`config.mk`:
```
export PLATFORM = sky130hd
export DESIGN_NAME = lfsr_noise_channel
export DESIGN_NICKNAME = d
export VERILOG_FILES = /design/src/lnc_pkg.sv /design/src/lnc_front.sv /design/src/lnc_queue.sv /design/src/lnc_back.sv /design/src/lfsr_noise_channel.sv
export SDC_FILE = /design/constraint.sdc
export NUM_CORES = 1
export LEC_CHECK = 0
export BUFFER_PORTS_ARGS = -buffer_cell sky130_fd_sc_hd__buf_4
export CORE_UTILIZATION = 40
export CTS_CLUSTER_DIAMETER = 50
export DETAILED_ROUTE_END_ITERATION = 10
export REMOVE_ABC_BUFFERS = 1
export SYNTH_ARGS = -nofsm -noshare
export SYNTH_HDL_FRONTEND = slang
export SYNTH_SLANG_ARGS = --single-unit
```
`constraint.sdc`:
```
create_clock -name clk -period 2.65 [get_ports clk]
set_input_delay 0.53 -clock clk [delete_from_list [all_inputs] [get_ports clk]]
set_output_delay 0.53 -clock clk [all_outputs]
set_load 0.1 [all_outputs]
```
`src/lnc_pkg.sv`:
```
`timescale 1ns / 1ps
// ----------------------------------------------------------------------------
// lnc_pkg
// Shared types, constants and lookup tables of the LFSR noise channel.
// ----------------------------------------------------------------------------
package lnc_pkg;

  localparam int TICKS_W          = 10;
  localparam int TICKS_MAX        = 1023;
  localparam logic [TICKS_W-1:0] TICKS_RESET = 10'd20;
  localparam int PERIOD_SCALE_DEF = 1;
  localparam int PERIOD_MAX       = 4068;
  localparam int BASE_W           = 12;
  localparam int LFSR_W           = 15;
  localparam logic [LFSR_W-1:0] LFSR_RESET = 15'd1;
  localparam int LEN_W            = 8;
  localparam int VOL_W            = 4;
  localparam logic [VOL_W-1:0] VOL_MAX = 4'd15;
  localparam int SAMPLE_W         = 3;
  localparam int QDEPTH           = 2;
  localparam int QPTR_W           = 1;

  typedef enum logic [1:0] {
    OP_REG_WRITE = 2'd0,
    OP_ENABLE    = 2'd1,
    OP_FRAME     = 2'd2,
    OP_TICK      = 2'd3
  } op_t;

  localparam logic [1:0] REG_CTRL   = 2'd0;
  localparam logic [1:0] REG_UNUSED = 2'd1;
  localparam logic [1:0] REG_PERIOD = 2'd2;
  localparam logic [1:0] REG_LENGTH = 2'd3;

  typedef enum logic [2:0] {
    K_CTRL   = 3'd0,
    K_NOP    = 3'd1,
    K_PERIOD = 3'd2,
    K_LENGTH = 3'd3,
    K_ENABLE = 3'd4,
    K_FRAME  = 3'd5,
    K_TICK   = 3'd6
  } kind_t;

  // data holds the written byte, the enable in bit 0, or {half, quarter}.
  typedef struct packed {
    kind_t      kind;
    logic [7:0] data;
  } cmd_t;

  function automatic logic [BASE_W-1:0] period_base(input logic [3:0] sel);
    logic [BASE_W-1:0] r;
    case (sel)
      4'd0:    r = 12'd4;
      4'd1:    r = 12'd8;
      4'd2:    r = 12'd16;
      4'd3:    r = 12'd32;
      4'd4:    r = 12'd64;
      4'd5:    r = 12'd96;
      4'd6:    r = 12'd128;
      4'd7:    r = 12'd160;
      4'd8:    r = 12'd202;
      4'd9:    r = 12'd254;
      4'd10:   r = 12'd380;
      4'd11:   r = 12'd508;
      4'd12:   r = 12'd762;
      4'd13:   r = 12'd1016;
      4'd14:   r = 12'd2034;
      default: r = 12'd4068;
    endcase
    return r;
  endfunction

  function automatic logic [LEN_W-1:0] length_lookup(input logic [4:0] idx);
    logic [LEN_W-1:0] r;
    case (idx)
      5'd0:  r = 8'd10;   5'd1:  r = 8'd254;  5'd2:  r = 8'd20;   5'd3:  r = 8'd2;
      5'd4:  r = 8'd40;   5'd5:  r = 8'd4;    5'd6:  r = 8'd80;   5'd7:  r = 8'd6;
      5'd8:  r = 8'd160;  5'd9:  r = 8'd8;    5'd10: r = 8'd60;   5'd11: r = 8'd10;
      5'd12: r = 8'd14;   5'd13: r = 8'd12;   5'd14: r = 8'd26;   5'd15: r = 8'd14;
      5'd16: r = 8'd12;   5'd17: r = 8'd16;   5'd18: r = 8'd24;   5'd19: r = 8'd18;
      5'd20: r = 8'd48;   5'd21: r = 8'd20;   5'd22: r = 8'd96;   5'd23: r = 8'd22;
      5'd24: r = 8'd192;  5'd25: r = 8'd24;   5'd26: r = 8'd72;   5'd27: r = 8'd26;
      5'd28: r = 8'd16;   5'd29: r = 8'd28;   5'd30: r = 8'd32;
      default: r = 8'd30;
    endcase
    return r;
  endfunction

  // Output amplitude, floor(level * 2 / 5).
  function automatic logic [SAMPLE_W-1:0] amp_of(input logic [VOL_W-1:0] level);
    logic [SAMPLE_W-1:0] r;
    case (level)
      4'd0, 4'd1, 4'd2:         r = 3'd0;
      4'd3, 4'd4:               r = 3'd1;
      4'd5, 4'd6, 4'd7:         r = 3'd2;
      4'd8, 4'd9:               r = 3'd3;
      4'd10, 4'd11, 4'd12:      r = 3'd4;
      4'd13, 4'd14:             r = 3'd5;
      default:                  r = 3'd6;
    endcase
    return r;
  endfunction

endpackage

```
`src/lnc_front.sv`:
```
`timescale 1ns / 1ps
// ----------------------------------------------------------------------------
// lnc_front
// Takes input requests and classifies them into channel commands.
// ----------------------------------------------------------------------------
module lnc_front
  import lnc_pkg::*;
(
  input  logic        clk,
  input  logic        rst,
  input  logic        s_axis_tvalid,
  output logic        s_axis_tready,
  input  logic [15:0] s_axis_tdata,  // write_value[7:0], channel_enable, quarter_frame,
                                     // half_frame, zero fill
  input  logic [3:0]  s_axis_tuser,  // operation[1:0], reg_index[3:2]
  output logic        cmd_valid,
  input  logic        cmd_ready,
  output cmd_t        cmd
);

  op_t   op;
  cmd_t  decoded;
  logic  take;

  assign op            = op_t'(s_axis_tuser[1:0]);
  assign s_axis_tready = !cmd_valid || cmd_ready;
  assign take          = s_axis_tvalid && s_axis_tready;

  always_comb begin
    decoded.data = s_axis_tdata[7:0];
    decoded.kind = K_NOP;
    case (op)
      OP_REG_WRITE: begin
        case (s_axis_tuser[3:2])
          REG_CTRL:   decoded.kind = K_CTRL;
          REG_PERIOD: decoded.kind = K_PERIOD;
          REG_LENGTH: decoded.kind = K_LENGTH;
          default:    decoded.kind = K_NOP;
        endcase
      end
      OP_ENABLE: begin
        decoded.kind = K_ENABLE;
        decoded.data = {7'd0, s_axis_tdata[8]};
      end
      OP_FRAME: begin
        decoded.kind = K_FRAME;
        decoded.data = {6'd0, s_axis_tdata[10], s_axis_tdata[9]};
      end
      default: begin
        decoded.kind = K_TICK;
      end
    endcase
  end

  always_ff @(posedge clk) begin
    if (rst) begin
      cmd_valid <= 1'b0;
    end else if (take) begin
      cmd_valid <= 1'b1;
    end else if (cmd_ready) begin
      cmd_valid <= 1'b0;
    end
  end

  always_ff @(posedge clk) begin
    if (take) begin
      cmd <= decoded;
    end
  end

endmodule

```
`src/lnc_queue.sv`:
```
`timescale 1ns / 1ps
// ----------------------------------------------------------------------------
// lnc_queue
// Short command queue between the front and the back of the channel.
// ----------------------------------------------------------------------------
module lnc_queue
  import lnc_pkg::*;
(
  input  logic clk,
  input  logic rst,
  input  logic in_valid,
  output logic in_ready,
  input  cmd_t in_cmd,
  output logic out_valid,
  input  logic out_ready,
  output cmd_t out_cmd
);

  cmd_t              mem [QDEPTH];
  logic [QPTR_W-1:0] wr_ptr;
  logic [QPTR_W-1:0] rd_ptr;
  logic [QPTR_W:0]   count;
  logic              push;
  logic              pop;

  assign in_ready  = count != (QPTR_W+1)'(QDEPTH);
  assign out_valid = count != '0;
  assign out_cmd   = mem[rd_ptr];
  assign push      = in_valid && in_ready;
  assign pop       = out_valid && out_ready;

  always_ff @(posedge clk) begin
    if (rst) begin
      wr_ptr <= '0;
      rd_ptr <= '0;
      count  <= '0;
    end else begin
      if (push) begin
        wr_ptr <= wr_ptr + 1'b1;
      end
      if (pop) begin
        rd_ptr <= rd_ptr + 1'b1;
      end
      if (push && !pop) begin
        count <= count + 1'b1;
      end else if (pop && !push) begin
        count <= count - 1'b1;
      end
    end
  end

  always_ff @(posedge clk) begin
    if (push) begin
      mem[wr_ptr] <= in_cmd;
    end
  end

endmodule

```
`src/lnc_back.sv`:
```
`timescale 1ns / 1ps
// ----------------------------------------------------------------------------
// lnc_back
// Carries out channel commands: registers, envelope, length counter, and the
// period timer with its restoring modulo unit and the noise shift register.
// ----------------------------------------------------------------------------
module lnc_back
  import lnc_pkg::*;
#(
  parameter int PERIOD_SCALE = PERIOD_SCALE_DEF
) (
  input  logic               clk,
  input  logic               rst,
  input  logic [TICKS_W-1:0] ticks_per_sample,
  input  logic               cmd_valid,
  output logic               cmd_ready,
  input  cmd_t               cmd,
  output logic               m_axis_tvalid,
  input  logic               m_axis_tready,
  output logic [7:0]         m_axis_tdata   // sample[2:0], length_active, zero fill
);

  localparam int MAX_P   = PERIOD_SCALE * PERIOD_MAX;
  localparam int TIMER_W = $clog2(MAX_P);
  localparam int P_W     = $clog2(MAX_P + 1);
  localparam int SUM_W   = $clog2(MAX_P + TICKS_MAX);
  // The smallest period is 4, so quotient bits above SUM_W-3 are always zero.
  localparam int QW      = SUM_W - 2;
  localparam int CNT_W   = $clog2(QW);
  localparam int D_W     = P_W + QW - 1;

  typedef enum logic [2:0] {
    ST_IDLE = 3'b001,
    ST_DIV  = 3'b010,
    ST_DONE = 3'b100
  } state_t;

  state_t               state;
  logic [LFSR_W-1:0]    lfsr;
  logic [TIMER_W-1:0]   timer_count;
  logic [LEN_W-1:0]     length_count;
  logic [VOL_W-1:0]     envelope_level;
  logic [VOL_W-1:0]     envelope_divider;
  logic [VOL_W-1:0]     volume_setting;
  logic                 loop_halt;
  logic                 constant_volume;
  logic                 short_mode;
  logic [3:0]           period_select;
  logic                 channel_on;

  logic [SUM_W-1:0]     rem;
  logic [D_W-1:0]       dvs;
  logic [CNT_W-1:0]     cnt;
  logic                 pend_tick;
  logic [SAMPLE_W-1:0]  pend_sample;
  logic [SAMPLE_W-1:0]  out_sample;
  logic                 out_active;

  logic                 out_free;
  logic                 pop;
  logic                 out_load;
  logic [3:0]           p_sel;
  logic [P_W-1:0]       p_load;
  logic [VOL_W-1:0]     level;
  logic [SAMPLE_W-1:0]  tick_sample;
  logic [LEN_W-1:0]     length_next;
  logic [VOL_W-1:0]     env_level_next;
  logic [VOL_W-1:0]     env_div_next;
  logic                 rem_ge;
  logic                 wrapped;
  logic [LFSR_W-1:0]    lfsr_next;
  logic                 fb;

  assign out_free  = !m_axis_tvalid || m_axis_tready;
  assign cmd_ready = (state == ST_IDLE) && out_free;
  assign pop       = cmd_valid && cmd_ready;

  // A result is loaded right at the pop for simple commands, or when the
  // modulo unit has finished for ticks and period writes.
  assign out_load = (pop && cmd.kind != K_PERIOD && cmd.kind != K_TICK) ||
                    (state == ST_DONE && out_free);

  assign m_axis_tdata = {4'd0, out_active, out_sample};

  assign p_sel  = (cmd.kind == K_PERIOD) ? cmd.data[3:0] : period_select;
  assign p_load = P_W'(PERIOD_SCALE * int'(period_base(p_sel)));

  assign level       = constant_volume ? volume_setting : envelope_level;
  assign tick_sample = (lfsr[0] && channel_on && length_count != '0) ? amp_of(level) : '0;

  assign rem_ge  = {{(D_W-SUM_W){1'b0}}, rem} >= dvs;
  assign wrapped = rem < {{(SUM_W-TICKS_W){1'b0}}, ticks_per_sample};

  assign fb        = lfsr[0] ^ (short_mode ? lfsr[6] : lfsr[1]);
  assign lfsr_next = {fb, lfsr[LFSR_W-1:1]};

  // Next length, envelope level and divider for the command being popped.
  always_comb begin
    length_next    = length_count;
    env_level_next = envelope_level;
    env_div_next   = envelope_divider;
    case (cmd.kind)
      K_LENGTH: begin
        length_next    = channel_on ? length_lookup(cmd.data[7:3]) : '0;
        env_level_next = VOL_MAX;
        env_div_next   = volume_setting;
      end
      K_ENABLE: begin
        if (!cmd.data[0]) begin
          length_next = '0;
        end
      end
      K_FRAME: begin
        if (cmd.data[0]) begin
          if (envelope_divider == '0) begin
            env_div_next = volume_setting;
            if (envelope_level != '0) begin
              env_level_next = envelope_level - 1'b1;
            end else if (loop_halt) begin
              env_level_next = VOL_MAX;
            end
          end else begin
            env_div_next = envelope_divider - 1'b1;
          end
        end
        if (cmd.data[1] && length_count != '0 && !loop_halt) begin
          length_next = length_count - 1'b1;
        end
      end
      default: begin
      end
    endcase
  end

  always_ff @(posedge clk) begin
    if (rst) begin
      state            <= ST_IDLE;
      lfsr             <= LFSR_RESET;
      timer_count      <= '0;
      length_count     <= '0;
      envelope_level   <= '0;
      envelope_divider <= '0;
      volume_setting   <= '0;
      loop_halt        <= 1'b0;
      constant_volume  <= 1'b0;
      short_mode       <= 1'b0;
      period_select    <= '0;
      channel_on       <= 1'b0;
      m_axis_tvalid    <= 1'b0;
    end else begin
      if (out_load) begin
        m_axis_tvalid <= 1'b1;
      end else if (m_axis_tready) begin
        m_axis_tvalid <= 1'b0;
      end
      case (state)
        ST_IDLE: begin
          if (pop) begin
            length_count     <= length_next;
            envelope_level   <= env_level_next;
            envelope_divider <= env_div_next;
            case (cmd.kind)
              K_CTRL: begin
                loop_halt       <= cmd.data[5];
                constant_volume <= cmd.data[4];
                volume_setting  <= cmd.data[3:0];
              end
              K_PERIOD: begin
                short_mode    <= cmd.data[7];
                period_select <= cmd.data[3:0];
              end
              K_ENABLE: begin
                channel_on <= cmd.data[0];
              end
              default: begin
              end
            endcase
            if (cmd.kind == K_PERIOD || cmd.kind == K_TICK) begin
              state <= ST_DIV;
            end
          end
        end
        ST_DIV: begin
          if (cnt == '0) begin
            state <= ST_DONE;
          end
        end
        ST_DONE: begin
          if (out_free) begin
            timer_count <= rem[TIMER_W-1:0];
            state       <= ST_IDLE;
            if (pend_tick && wrapped) begin
              lfsr <= lfsr_next;
            end
          end
        end
        default: begin
          state <= ST_IDLE;
        end
      endcase
    end
  end

  // Datapath: modulo unit, pending tick and result payload.
  always_ff @(posedge clk) begin
    case (state)
      ST_IDLE: begin
        if (pop) begin
          pend_tick   <= cmd.kind == K_TICK;
          pend_sample <= tick_sample;
          cnt         <= CNT_W'(QW - 1);
          dvs         <= D_W'(p_load) << (QW - 1);
          if (cmd.kind == K_TICK) begin
            rem <= SUM_W'(timer_count) + SUM_W'(ticks_per_sample);
          end else begin
            rem <= SUM_W'(timer_count);
          end
          out_sample <= '0;
          out_active <= length_next != '0;
        end
      end
      ST_DIV: begin
        if (rem_ge) begin
          rem <= rem - dvs[SUM_W-1:0];
        end
        dvs <= dvs >> 1;
        cnt <= cnt - 1'b1;
      end
      ST_DONE: begin
        if (out_free) begin
          out_sample <= pend_tick ? pend_sample : '0;
          out_active <= length_count != '0;
        end
      end
      default: begin
      end
    endcase
  end

endmodule

```
`src/lfsr_noise_channel.sv`:
```
`timescale 1ns / 1ps
// ----------------------------------------------------------------------------
// lfsr_noise_channel
// Noise voice: 15-bit LFSR on a period timer, length counter and envelope.
// ----------------------------------------------------------------------------
// Path: a request is registered in the front, held in the queue and loaded
// into the result register by the back; sample ticks and period writes first
// pass the one-bit-a-cycle restoring modulo of the timer. Throughput: one
// simple request per cycle unless the result stalls, none during a modulo.
// Reset: synchronous; all channel state to its reset values, LFSR to 1,
// ticks_per_sample to 20, no result pending.
module lfsr_noise_channel
  import lnc_pkg::*;
#(
  parameter int PERIOD_SCALE = PERIOD_SCALE_DEF
) (
  input  logic               clk,
  input  logic               rst,
  input  logic               s_axis_tvalid,
  output logic               s_axis_tready,
  input  logic [15:0]        s_axis_tdata,  // write_value[7:0], channel_enable,
                                            // quarter_frame, half_frame, zero fill
  input  logic [3:0]         s_axis_tuser,  // operation[1:0], reg_index[3:2]
  output logic               m_axis_tvalid,
  input  logic               m_axis_tready,
  output logic [7:0]         m_axis_tdata,  // sample[2:0], length_active, zero fill
  input  logic               cfg_valid,
  output logic               cfg_ready,
  input  logic [TICKS_W-1:0] cfg_data       // ticks_per_sample
);

  logic [TICKS_W-1:0] ticks_per_sample;
  logic               f_valid;
  logic               f_ready;
  cmd_t               f_cmd;
  logic               q_valid;
  logic               q_ready;
  cmd_t               q_cmd;

  assign cfg_ready = 1'b1;

  always_ff @(posedge clk) begin
    if (rst) begin
      ticks_per_sample <= TICKS_RESET;
    end else if (cfg_valid && cfg_ready) begin
      ticks_per_sample <= cfg_data;
    end
  end

  lnc_front u_front (
    .clk           (clk),
    .rst           (rst),
    .s_axis_tvalid (s_axis_tvalid),
    .s_axis_tready (s_axis_tready),
    .s_axis_tdata  (s_axis_tdata),
    .s_axis_tuser  (s_axis_tuser),
    .cmd_valid     (f_valid),
    .cmd_ready     (f_ready),
    .cmd           (f_cmd)
  );

  lnc_queue u_queue (
    .clk       (clk),
    .rst       (rst),
    .in_valid  (f_valid),
    .in_ready  (f_ready),
    .in_cmd    (f_cmd),
    .out_valid (q_valid),
    .out_ready (q_ready),
    .out_cmd   (q_cmd)
  );

  lnc_back #(
    .PERIOD_SCALE (PERIOD_SCALE)
  ) u_back (
    .clk              (clk),
    .rst              (rst),
    .ticks_per_sample (ticks_per_sample),
    .cmd_valid        (q_valid),
    .cmd_ready        (q_ready),
    .cmd              (q_cmd),
    .m_axis_tvalid    (m_axis_tvalid),
    .m_axis_tready    (m_axis_tready),
    .m_axis_tdata     (m_axis_tdata)
  );

endmodule

```
**Yosys cells after proc, flatten, opt, wreduce, memory -nomap -nowiden**

Memories as Yosys holds them, arrays and structs flattened. A register that Yosys moved wholly into a read port is not among the register bits.
Cells that the tools add are included.

- $add $sub $neg: 10
- Multiply operators: 0
- Div/mod/pow operators: 0
- $lt $le $gt $ge: 2
- Eq/ne operators: 23
- Shifts and indexed selects: 0
- Mux-type cells: 48
- Bitwise logic cells: 1
- Reductions and logical operators: 51

Operators with widths:

| cell | count |
|---|---|
| $pmux 22 s2 | 1 |
| $mux 13 | 3 |
| $mux 4 | 9 |
| $pmux 13 s2 | 1 |
| $mux 8 | 3 |
| $pmux 4 s2 | 3 |
| $pmux 8 s3 | 1 |
| $ge 13x22->1 | 1 |
| $mux 22 | 1 |
| $mux 3 | 7 |
| $pmux 3 s3 | 2 |
| $reduce_and 3->1 | 6 |
| $pmux 8 s2 | 1 |
| $reduce_bool 8->1 | 2 |
| $logic_and 1x1->1 | 14 |
| $reduce_bool 2->1 | 7 |
| $add 12x10->13 | 1 |
| $lt 13x10->1 | 1 |
| $sub 13x13->13 | 1 |
| $eq 3x3->1 const B | 4 |
| $ne 2x1->1 const B | 6 |
| $sub 4x1->4 const B | 3 |
| $mux 1 | 11 |
| $eq 3x2->1 const B | 3 |
| 25 further kinds | 43 |

- Register bits after elaboration: 129
- Latch bits: 0
- RAM bits: 22
- ROM bits: 448
- Bits of input ports: 35
- Output and inout bits: 11
- Memories kept: 4

Memories:

| memory | depth | bits a word | read ports | clocked after memory_dff | write ports | RTL line | RTL |
|---|---|---|---|---|---|---|---|
| (name not given) | 32 | 7 | 1 | 0 | 0 | lnc_pkg.sv:76 | `case (idx)` |
| (name not given) | 16 | 11 | 1 | 0 | 0 | lnc_pkg.sv:53 | `case (sel)` |
| (name not given) | 16 | 3 | 1 | 1 | 0 | lnc_pkg.sv:93 | `case (level)` |
| u_queue.mem | 2 | 11 | 1 | 1 | 1 | lnc_queue.sv:19 | `cmd_t mem [QDEPTH];` |

**Depth between registers and ports, before layout**

Gate-level depths: netlist of the first run.

- Word-level depth: 8
- Depth in mapped cells: 11

**Cells and area by module**

A second synthesis of the first run with hierarchy kept.

- Cells, all modules: 893
- Area, all modules: 8526.9 um^2

By module, submodules not included:

| module | instances | cells an instance | area each (um^2) | sequential area each (um^2) |
|---|---|---|---|---|
| lnc_back | 1 | 762 | 6616.3 | 2592.5 |
| lnc_queue | 1 | 58 | 1012.2 | 760.7 |
| lnc_front | 1 | 39 | 528.0 | 350.3 |
| lfsr_noise_channel | 1 | 34 | 370.4 | 200.2 |

**Worst setup path after synthesis of the first run**

Ideal clock, no wire load.

- Path kind: register to register
- From: register u_back.dvs[0]
- To: register u_back.rem[0], enable pin
- Setup time: 0.387 ns
- Arrival time: 2.513 ns
- Required time: 2.263 ns
- Slack: -0.250 ns
- Stages on the path, launching flop included: 11
- Buffers on the path: 0
- Cells stage by stage: edfxtp_1 > ha_1 > fa_1 > nor2b_1 > o21ai_0 > nand2b_1 > a21oi_1 > o21ai_0 > a31oi_1 > nand2b_1 > a21oi_1

- Cells in the longest elaborated chain, start to end: 3

Ends and longest elaborated chain:

| item | RTL line | RTL |
|---|---|---|
| from (decl) | lnc_back.sv:52 | `logic [D_W-1:0] dvs;` |
| from (signal assigned) | lnc_back.sv:212 | `dvs <= D_W'(p_load) << (QW - 1);` |
| from (signal assigned) | lnc_back.sv:226 | `dvs <= dvs >> 1;` |
| $ge 13x22->1 | lnc_back.sv:91 | `assign rem_ge = {{(D_W-SUM_W){1'b0}}, rem} >= dvs;` |
| $ne 2x1->1 (no line) | - |  |
| $reduce_and 3->1 (no line) | - |  |
| to (signal assigned) | lnc_back.sv:214 | `rem <= SUM_W'(timer_count) + SUM_W'(ticks_per_sample);` |
| to (signal assigned) | lnc_back.sv:216 | `rem <= SUM_W'(timer_count);` |
| to (signal assigned) | lnc_back.sv:224 | `rem <= rem - dvs[SUM_W-1:0];` |
| to (decl) | lnc_back.sv:51 | `logic [SUM_W-1:0] rem;` |

Every way passes these cells.
A chain may end at the register's enable or synchronous reset.

==> results.py, run 1 <==
metrics = {
    "outcome": {
        "status": "finished with violations",
        "violations": "DRC",
    },
    "yosys": {
        "ys_top_cells_by_area": "edfxtp_1 28%, dfxtp_1 18%, ha_1 7.5%",
        "yosysTopAreaCell": "edfxtp_1",
        "ys_seq_area_share_pct": 45.6,
        "async_flop_share_pct": 0,
        "netlist_instances": 896,
        "synthesis.area_um2": 8550,
        "synth_top_cell_area_share_pct": 28.1,
        "yosys_warnings": 0,
        "synth_edf_count": 80,
        "syn_area_per_cell_um2": 9.55,
        "synthDistinctLibCells": 73,
        "synth_top_flop_cell": "edfxtp_1",
        "synth_seq_cells": 155,
    },
    "cells_and_area": {
        "n_fill_cell": 1967,
        "final_cell_mix": "100 x nand2_1, 88 x nor2_1, 85 x buf_4",
        "syn_to_final_growth_pct": 17.6,
        "layout_commonest_cell": "nand2_1",
        "final_nets": 1053,
        "multi_input_area_um2": 4300,
        "drive_gt1_share_pct": 16.8,
        "fin_util_pct": 47.9,
        "antenna_cells": 0,
        "seqCellArea_um2": 3910,
        "instances_no_fill": 1253,
    },
    "timing": {
        "final_hold_viol_count": 0,
        "worst_slew_pin_slew_ns": 0.705,
        "fin_crit_ns": 2.50,
        "slew_viol_final": 0,
        "holdWs_ns": 0.311,
        "slew_headroom_pct": 53.0,
        "finClkSkew_ns": 0.0147,
        "finalCritPeriodShare_pct": 94.5,
        "fmax_mhz": 399,
        "setup_viol": 0,
    },
    "floorplan": {
        "die_area_um2": 22000,
        "rows": 53,
        "die_y_um": 148,
        "ios": 46,
        "core_um2": 21000,
        "die_w_um": 148,
        "start_util_pct": 40.7,
    },
    "routing": {
        "vias_per_cell": 5.25,
        "routed_wl_um": 18400,
        "wl_per_cell_um": 14.7,
        "ant_nets": 0,
        "first_iter_violations": 350,
        "vias": 6577,
        "dr.pass1.iters": 8,
        "remaining_drc_errors": 2,
    },
    "hold_path": {
        "hold_end": "ticks_per_sample[4]",
        "hold_class": "in -> reg",
        "hp-start": "cfg_data[4]",
        "whs_path_depth": 3,
    },
    "power": {
        "powerDensity_nw_per_um2": 997,
        "p_clk_share_pct": 24.4,
        "comb_power_share_pct": 41.1,
        "p_leak_nw": 3.94,
        "power.internal_mw": 6.24,
        "ir_drop_mv": 0.355,
        "p_switching_mw": 3.79,
        "seq_power_share_pct": 34.5,
        "swShare_pct": 37.8,
    },
    "setup_path": {
        "ff2ff_path_depth": 10,
        "worstPathCellList": "buf_12 > buf_4 > mux2_2 > a21oi_1 > a221o_1 > a21oi_1 > nor3_1 > nand3_1 > nor4_2 > a21oi_1",
        "r2r-end": "u_back.out_active",
        "critPathBufInv": 2,
        "critPathRequiredTime_ns": 2.82,
        "cp_slowest_stage_delay_ns": 0.46,
        "crit_type": "reg -> reg",
        "r2r_slack_ns": 0.15,
        "worstPathArrival_ns": 2.68,
        "start_kind": "flop",
        "cp_max_fo": 17,
        "slowest_stage": "mux2_2",
        "crit_top_cell": "a21oi_1",
        "cp-end-kind": "flop",
        "crit_family": "simple AND/OR/NAND/NOR gates",
    },
    "global_route": {
        "grt_first_pass_wirelength_um": 30200,
        "grt_pass1_vias": 6102,
        "globalRouteTotalUtil_pct": 17.5,
        "grt_start_max_net_pins": 58,
        "antenna_found_initial": 0,
        "overflow": 0,
    },
    "clocking": {
        "h-tree-depth": 4,
        "insertion_delay_ns": 0.43,
        "cts.sinks": 155,
        "cts-root-buf": "clkbuf_16",
        "cts.clk_slew.worst_paths_ns": 0.07,
        "cts_buffer_depth": 2,
        "cts-buffers-inserted": 17,
        "cts_tree": "built",
    },
    "job": {
        "maxCapViolCount": 0,
    },
    "placement": {
        "dpl.cell_count": 1219,
        "port_buffers": 35,
        "gp_congestion": 0.842,
        "place.detailed.hpwl_um": 13300,
    },
}
==> area by class of cell <==
class	instances	share of cell area (%)
Inverter	54	2.01
Timing Repair Buffer	90	7.16
Clock buffer	17	4.23
Multi-Input combinational cell	647	42.7
Tap cell	275	3.42
Clock inverter	15	1.62
Sequential cell	155	38.8
==> tightest hold or removal path, cell delays in order <==
cell	delay, ns
buf_4	0.07
nand2_1	0.04
o211ai_1	0.06
==> per-stage QoR <==
step	setup slack, ns	setup TNS, ns	total power [mW]	instance area, um2
after floorplan	-0.651	-5.23	6.16	8350
after global placement	0.0389	0	7.44	9390
after detailed placement	0.0300	0	7.48	9390
after CTS	0.0163	0	9.96	9980
after global routing	-0.0293	-0.211	10.7	10100
final	0.145	0	10.0	10100
==> cells by family after synthesis <==
| kind of cell | after synthesis | synth area share [%] |
|---|---|---|
| AO/OA/AOI/OAI | 214 | 16.0 |
| XOR/XNOR | 26 | 2.66 |
| adder cells (fa/ha/maj) | 53 | 7.93 |
| buffers and inverters | 97 | 4.93 |
| flip-flops | 155 | 45.6 |
| multiplexers | 49 | 6.09 |
| other | 2 | 0.0878 |
| AND/OR/NAND/NOR | 300 | 16.6 |
==> routing by layer <==
| layer | track usage [%] | wire (um) |
|---|---|---|
| met1 | 22.9 | 8840 |
| met2 | 28.5 | 8630 |
| met3 | 3.28 | 633 |
| met4 | 6.75 | 334 |
| met5 | 0 | 0 |
==> worst max-delay path by stage <==
stage	start	end	slack [ns]	depth (start not counted)
final	flop	u_back.out_active	0.15	10
after global routing	u_back.rem[0]	u_back.rem[0]	-0.03	12
after CTS	u_back.timer_count[0]	u_back.rem[10]	0.02	11
after detailed placement	u_back.timer_count[0]	u_back.rem[10]	0.03	11
after global placement	u_back.timer_count[0]	u_back.rem[10]	0.04	11
after floorplan	flop	u_back.out_active	-0.65	9
==> cell usage after synthesis, types with 7 or more instances <==
| cell type | number |
|---|---|
| mux2i_1 | 39 |
| o21a_1 | 11 |
| nor4_1 | 7 |
| or3_1 | 7 |
| nor3_1 | 24 |
| buf_4 | 7 |
| inv_1 | 54 |
| a31oi_1 | 11 |
| xnor2_1 | 14 |
| a21o_1 | 10 |
| a21oi_1 | 63 |
| xor2_1 | 12 |
| clkbuf_1 | 23 |
| nor2_1 | 90 |
| o211ai_1 | 11 |
| nor2b_1 | 14 |
| edfxtp_1 | 80 |
| ha_1 | 51 |
| mux2_2 | 7 |
| nand3_1 | 17 |
| a211oi_1 | 26 |
| o21ai_0 | 45 |
| nand2_1 | 100 |
| nand2b_1 | 8 |
| dfxtp_1 | 75 |
| buf_2 | 7 |
==> sequential cells by signal (all words and copies together) (netlist names), 8 cells and up, named ones only <==
name	flops
ticks_per_sample	10
u_back.dvs	22
u_back.length_count	8
u_back.lfsr	15
u_back.rem	13
u_back.timer_count	12
u_front.cmd	11
u_queue.mem	22
==> power by group through the flow <==
stage                     Clock [mW]  Sequential [mW]  Combinational, mW
after CTS                       2.51             3.45               4.00
after floorplan                    0             3.68               2.48
after global placement             0             3.49               3.96
final                           2.45             3.46               4.12
after global routing            2.60             3.51               4.55
after detailed placement           0             3.50               3.98
==> timing repair <==
| action | in CTS | in global routing |
|---|---|---|
| resized for setup | 0 | 17 |
| hold buffers | 0 | 0 |
| buffers inserted | 0 | 2 |
| setup endpoints to repair | 0 | 17 |
Power figures use the tool's default switching activity.
==> inputs of run 2 (changes only) <==
--- a/config.mk
+++ b/config.mk
@@ -6,9 +6,13 @@
 export NUM_CORES = 1
 export LEC_CHECK = 0
 export BUFFER_PORTS_ARGS = -buffer_cell sky130_fd_sc_hd__buf_4
-export CORE_UTILIZATION = 40
+export CELL_PAD_IN_SITES_DETAIL_PLACEMENT = 1
+export CELL_PAD_IN_SITES_GLOBAL_PLACEMENT = 2
+export CORE_ASPECT_RATIO = 1.75
+export CORE_UTILIZATION = 36
 export CTS_CLUSTER_DIAMETER = 50
 export DETAILED_ROUTE_END_ITERATION = 10
+export PLACE_DENSITY_LB_ADDON = 0.1
 export REMOVE_ABC_BUFFERS = 1
 export SYNTH_ARGS = -nofsm -noshare
 export SYNTH_HDL_FRONTEND = slang
==> run 2 against run 1 <==
  * Clock skew shrank 0.0076 ns
  * Cell count grew 3.4%
  * Core utilization shrank 4.2 points
  * Wire length grew 35%
  * Hold slack gained 0.0092 ns
  * Via count grew 5.6%
  * Non-clock buffer count grew 14
  * Maximum frequency shrank 2.4%
  * Register-to-register slack lost 0.06 ns
  * Clock-buffer cell count grew 1
  * Sequential power grew 1%
  * Worst setup slack lost 0.062 ns
  * The flow now finishes without violations
==> results.py, run 2 (synthesized netlist as in run 1, its figures left out) <==
metrics = {
    "power": {
        "seq_power_share_pct": 34.3,
        "p_total_mw": 10.2,
        "powerDensity_nw_per_um2": 1010,
        "p_clk_share_pct": 21.8,
        "power.internal_mw": 6.13,
        "ir_drop_mv": 0.572,
        "swShare_pct": 40.1,
        "comb_power_share_pct": 43.9,
        "p_switching_mw": 4.10,
        "p_leak_nw": 3.98,
    },
    "clocking": {
        "cts-root-buf": "clkbuf_16",
        "cts.sinks": 155,
        "cts_buffer_depth": 2,
        "cts_tree": "built",
        "hold_buffers": 0,
        "insertion_delay_ns": 0.44,
        "cts-buffers-inserted": 17,
        "h-tree-depth": 4,
        "cts.clk_slew.worst_paths_ns": 0.06,
    },
    "setup_path": {
        "r2r_slack_ns": 0.08,
        "worstPathArrival_ns": 2.74,
        "crit_top_cell": "nand3_1",
        "cp_max_fo": 17,
        "worstPathCellList": "buf_8 > mux2i_2 > nand3_1 > a21bo_2 > a21o_1 > a211oi_2 > nand3_1 > nor4_2 > a21oi_1",
        "slowest_stage": "dfxtp_2",
        "critPathRequiredTime_ns": 2.83,
        "critPathBufInv": 1,
        "crit_type": "reg -> reg",
        "crit_family": "compound AO/OA/AOI/OAI gates",
        "cp_slowest_stage_delay_ns": 0.41,
        "start_kind": "flop",
        "cp-end-kind": "flop",
    },
    "routing": {
        "first_iter_violations": 252,
        "routed_wl_um": 24900,
        "remaining_drc_errors": 0,
        "vias": 6943,
        "ant_nets": 0,
        "dr.pass1.iters": 4,
        "wl_per_cell_um": 19.2,
        "vias_per_cell": 5.36,
    },
    "global_route": {
        "antenna_found_initial": 0,
        "globalRouteTotalUtil_pct": 21.5,
        "grt_start_max_net_pins": 58,
        "grt_first_pass_wirelength_um": 39700,
        "overflow": 0,
        "grt_pass1_vias": 7594,
    },
    "cells_and_area": {
        "antenna_cells": 0,
        "drive_gt1_share_pct": 18.6,
        "n_fill_cell": 2682,
        "final_nets": 1067,
        "multi_input_area_um2": 4350,
        "reg_top3": "u_back.dvs: 22 flops, u_queue.mem: 22 flops, u_back.lfsr: 15 flops",
        "seqCellArea_um2": 3910,
        "syn_to_final_growth_pct": 19.1,
        "final_cell_mix": "100 x nand2_1, 100 x buf_4, 89 x nor2_1",
        "fin_util_pct": 43.6,
    },
    "floorplan": {
        "rows": 74,
        "ios": 46,
        "core_um2": 23300,
        "die_area_um2": 24400,
        "die_w_um": 119,
        "start_util_pct": 36.7,
        "die_y_um": 206,
    },
    "timing": {
        "finalSetupTns_ns": 0,
        "fmax_mhz": 390,
        "finClkSkew_ns": 0.00714,
        "holdWs_ns": 0.320,
        "setup_viol": 0,
        "slew_viol_final": 0,
        "final_hold_viol_count": 0,
        "slew_headroom_pct": 46.3,
        "finalCritPeriodShare_pct": 96.8,
        "fin_ws_ns": 0.0835,
        "fin_crit_ns": 2.57,
        "worst_slew_pin_slew_ns": 0.804,
        "grt_setup_unrepaired": "yes",
    },
    "outcome": {
        "status": "complete, no violations",
    },
    "job": {
        "maxCapViolCount": 0,
    },
    "placement": {
        "pre_cts_ws_ns": -0.171,
        "port_buffers": 35,
        "gp_congestion": 0.807,
        "place.detailed.hpwl_um": 19300,
    },
    "hold_path": {
        "hold_class": "in -> reg",
    },
}
[run 2: cell types whose count changed in the layout (fill, tap and decap cells not counted), sizes merged]
cell	delta
buf	+14
bufinv	-2
clkinv	+2
inv	-2
clkbuf	+1
clkinvlp	+1
[run 2: power by group through the flow]
stage	Combinational (mW)	Clock [mW]	Sequential, mW
final	4.50	2.23	3.51
after global routing	4.90	2.40	3.57
after CTS	4.34	2.30	3.51
after detailed placement	4.30	0	3.56
after global placement	4.16	0	3.53
after floorplan	2.48	0	3.68
[run 2: path summary, 6_finish.rpt]
| check | start | endpoint | cells after the start |
|---|---|---|---|
| setup / recovery | flop | u_back.out_active | 9 |
| hold / removal | cfg_data[2] | ticks_per_sample[2] | 3 |
| setup reg to reg | flop | u_back.out_active | 9 |
| hold reg to reg | u_front.cmd[0] | u_queue.mem[1][0] | 0 |
[run 2: layout make-up]
class / count / area share [%]
inverters: 54 / 1.99
well taps: 304 / 3.74
flip-flops and latches: 155 / 38.4
clock buffers: 18 / 4.21
repair buffers: 104 / 7.94
clock inverters: 14 / 0.971
multi-input cells: 647 / 42.8
[run 2: per-layer routing]
| layer | vias to the layer above | GRT usage (%) | share of wire [%] |
|---|---|---|---|
| met4 | 0 | 10.3 | 3.6 |
| met5 | - | 0 | 0 |
| li1 | 3374 | - | - |
| met2 | 94 | 44.8 | 60 |
| met1 | 3433 | 19.6 | 35 |
| met3 | 42 | 3.50 | 1.9 |
[run 2: worst register-to-register path, stage by stage, from the launching register on]
cell and delay, ns:
dfxtp_2 0.41, buf_8 0.20, mux2i_2 0.25, nand3_1 0.13, a21bo_2 0.31, a21o_1 0.20, a211oi_2 0.26, nand3_1 0.16
nor4_2 0.28, a21oi_1 0.10
[run 2: through the flow]
step | area, um2 | instances
global route | 10200 | 1296
global placement | 9510 | 1262
floorplan | 8350 | 856
finish | 10200 | 1296
CTS | 10100 | 1294
detailed placement | 9510 | 1262
[run 2: what timing repair did]
action	CTS	global route
buffers inserted	0	1
endpoints found under the hold margin	0	0
resized for setup	11	27
pin swaps	0	2
setup endpoints to repair	19	22
gates cloned	0	1
==> inputs of run 3 (changes only) <==
--- a/config.mk
+++ b/config.mk
@@ -16,4 +16,5 @@
 export REMOVE_ABC_BUFFERS = 1
 export SYNTH_ARGS = -nofsm -noshare
 export SYNTH_HDL_FRONTEND = slang
+export SYNTH_HIERARCHICAL = 1
 export SYNTH_SLANG_ARGS = --single-unit
==> run 3 against run 2 <==
  * Clock skew rose by 0.0056 ns
  * Register-to-register slack improved by 0.03 ns
  * Critical path depth did not move
  * Clock power rose by 9%
  * Cell count barely moved
  * Hold slack got worse by 0.017 ns
  * Sequential power barely moved
  * Sequential share of layout area fell by 0.26 points
  * Wire length fell by 4.6%
  * First-iteration DRC count fell by 23%
  * Highest routed layer unchanged
==> results.py, run 3 <==
metrics = {
    "outcome": {
        "status": "complete, no violations",
    },
    "cells_and_area": {
        "layout_commonest_cell": "nor2_1",
        "antenna_cells": 0,
        "drive_gt1_share_pct": 19.6,
        "fin_util_pct": 43.9,
        "final_nets": 1066,
        "syn_to_final_growth_pct": 20.1,
        "reg_top3": "u_back/dvs: 22 flops, u_queue/mem: 22 flops, u_back/lfsr: 15 flops",
        "n_fill_cell": 2677,
        "instances_no_fill": 1297,
        "final_cell_mix": "113 x nor2_1, 105 x buf_4, 80 x edfxtp_1",
    },
    "floorplan": {
        "die_y_um": 206,
        "die_w_um": 118,
        "die_area_um2": 24300,
        "ios": 46,
        "core_um2": 23300,
        "rows": 74,
        "start_util_pct": 36.5,
    },
    "global_route": {
        "antenna_found_initial": 0,
        "overflow": 0,
        "grt-busiest-layer": "met2",
        "gr-usage-met3_pct": 3.52,
        "grt_pass1_vias": 7363,
        "globalRouteTotalUtil_pct": 20.7,
        "use_met1_pct": 18.2,
        "grt_first_pass_wirelength_um": 38000,
        "grt_start_max_net_pins": 50,
        "met2_usage_pct": 42.6,
    },
    "yosys": {
        "ys_top_cells_by_area": "edfxtp_1 28%, dfxtp_1 18%, ha_1 7.2%",
        "synth.most_common_cell": "nor2_1",
        "yosys_warnings": 6,
        "synthDistinctLibCells": 72,
        "synth_top_cell_area_share_pct": 28.2,
        "ys_seq_area_share_pct": 45.8,
        "netlist_instances": 893,
        "synthesis.area_um2": 8530,
        "synth_common_cells": "113 x nor2_1, 80 x edfxtp_1, 75 x dfxtp_1, 75 x nand2_1, 71 x a21oi_1",
        "synth_top_flop_cell": "edfxtp_1",
        "syn_area_per_cell_um2": 9.55,
        "synth_edf_count": 80,
        "synth_seq_cells": 155,
        "async_flop_share_pct": 0,
        "yosysTopAreaCell": "edfxtp_1",
    },
    "routing": {
        "wl_per_cell_um": 18.3,
        "dr.pass1.iters": 4,
        "ant_nets": 0,
        "vias_per_cell": 5.23,
        "first_iter_violations": 195,
        "remaining_drc_errors": 0,
        "routed_wl_um": 23700,
        "vias": 6777,
    },
    "clocking": {
        "cts-buffers-inserted": 17,
        "cts_buffer_depth": 2,
        "cts-root-buf": "clkbuf_16",
        "cts.clk_slew.worst_paths_ns": 0.06,
        "h-tree-depth": 4,
        "hold_buffers": 0,
        "cts_tree": "built",
        "insertion_delay_ns": 0.45,
        "cts.sinks": 155,
    },
    "setup_path": {
        "cp_max_fo": 10,
        "cp_slowest_stage_delay_ns": 0.40,
        "worstPathArrival_ns": 2.72,
        "critPathRequiredTime_ns": 2.84,
        "start_kind": "flop",
        "cp-end-kind": "flop",
        "worstPathCellList": "buf_12 > mux2_2 > nand2b_1 > o22a_2 > a21o_1 > a221oi_2 > o2111ai_2 > nor3_2 > a21oi_1",
        "slowest_stage": "mux2_2",
        "crit_type": "reg -> reg",
    },
    "timing": {
        "slew_viol_final": 0,
        "final_hold_viol_count": 0,
        "finalCritPeriodShare_pct": 95.7,
        "worst_slew_pin_slew_ns": 0.628,
        "holdWs_ns": 0.304,
        "finClkSkew_ns": 0.0127,
        "finalSetupTns_ns": 0,
        "slew_headroom_pct": 58.1,
        "fin_crit_ns": 2.54,
        "grt_setup_unrepaired": "yes",
        "fmax_mhz": 394,
        "setup_viol": 0,
    },
    "power": {
        "p_clk_share_pct": 22.1,
        "ir_drop_mv": 0.504,
        "seq_power_share_pct": 32.3,
        "swShare_pct": 39.5,
        "power.internal_mw": 6.63,
        "powerDensity_nw_per_um2": 1070,
        "p_switching_mw": 4.32,
        "p_leak_nw": 4.21,
        "comb_power_share_pct": 45.6,
    },
    "placement": {
        "port_buffers": 35,
        "place.detailed.hpwl_um": 18200,
        "dpl.cell_count": 1258,
        "gp_congestion": 0.804,
    },
    "hold_path": {
        "hold_class": "in -> reg",
    },
    "job": {
        "maxCapViolCount": 0,
    },
}
==> run 3: cell types whose count changed after synthesis, moves of 6 or more <==
cell      delta
nand2_1     -25
nor2_1      +23
mux2_2      +11
nand3_1     -11
a21oi_1      +8
a211oi_1     -7
nor3_1       -7
o211ai_1     -7
o21ai_0      -7
a221oi_1     +6
a31oi_1      -6
nand3b_1     +6
nor2b_1      +6
==> run 3: cell type report <==
class / count / area [um2] / area share, %
Clock inverter: 15 / 151 / 1.48
Inverter: 56 / 210 / 2.05
Timing Repair Buffer: 110 / 887 / 8.66
Sequential cell: 155 / 3910 / 38.1
Clock buffer: 17 / 425 / 4.15
Tap cell: 304 / 380 / 3.71
Multi-Input combinational cell: 640 / 4280 / 41.8
==> run 3: kinds of logic after synthesis <==
| family | share of synthesized area [%] |
|---|---|
| AND/OR/NAND/NOR | 16.8 |
| AO/OA/AOI/OAI | 15.5 |
| flip-flops | 45.8 |
| other | 0.0881 |
| XOR/XNOR | 2.67 |
| adder cells (fa/ha/maj) | 7.66 |
| buffers and inverters | 4.93 |
| multiplexers | 6.60 |
==> run 3: path summary, 6_finish.rpt <==
| check | start | end | slack [ns] | cells after the start |
|---|---|---|---|---|
| worst min-delay path | cfg_data[4] | ticks_per_sample[4] | 0.30 | 2 |
| worst max-delay path | flop | u_back/out_active | 0.11 | 9 |
| worst min register to register | u_front/cmd[1] | u_queue/mem[0][1] | 0.45 | 0 |
| worst max register to register | flop | u_back/out_active | 0.11 | 9 |
==> run 3: layer usage <==
layer | part of all wire, % | up-vias
li1 | - | 3346
met1 | 35 | 3285
met2 | 58 | 93
met3 | 1.9 | 53
met4 | 4.6 | 0
met5 | 0 | -
==> run 3: through the flow <==
stage	worst slack (ns)	power (mW)	cell area [um2]
after floorplan	-0.269	6.47	8330
after global placement	-0.209	8.16	9520
after detailed placement	-0.144	8.33	9520
after CTS	0.00448	10.9	10100
after global routing	-0.0106	11.7	10200
final	0.114	10.9	10200
==> run 3: timing repair <==
action                                  CTS  global route
pin swaps                                 4             9
gates cloned                              1             0
setup buffers                             1             5
resized for setup                         7            18
endpoints found under the setup margin   14            19
==> run 3: critical path: cells and delay by family, from the launching register on <==
kind / cells / cell delay [ns]
AO/OA/AOI/OAI: 5 / 1.05
flip-flops: 1 / 0.34
AND/OR/NAND/NOR: 2 / 0.36
buffers and inverters: 1 / 0.13
multiplexers: 1 / 0.40
==> run 3: power groups by stage <==
stage | combinational, mW | sequential [mW] | clock (mW)
final | 4.99 | 3.53 | 2.42
after global routing | 5.46 | 3.61 | 2.59
after CTS | 4.90 | 3.54 | 2.50
after detailed placement | 4.74 | 3.59 | 0
after global placement | 4.61 | 3.56 | 0
after floorplan | 2.78 | 3.69 | 0
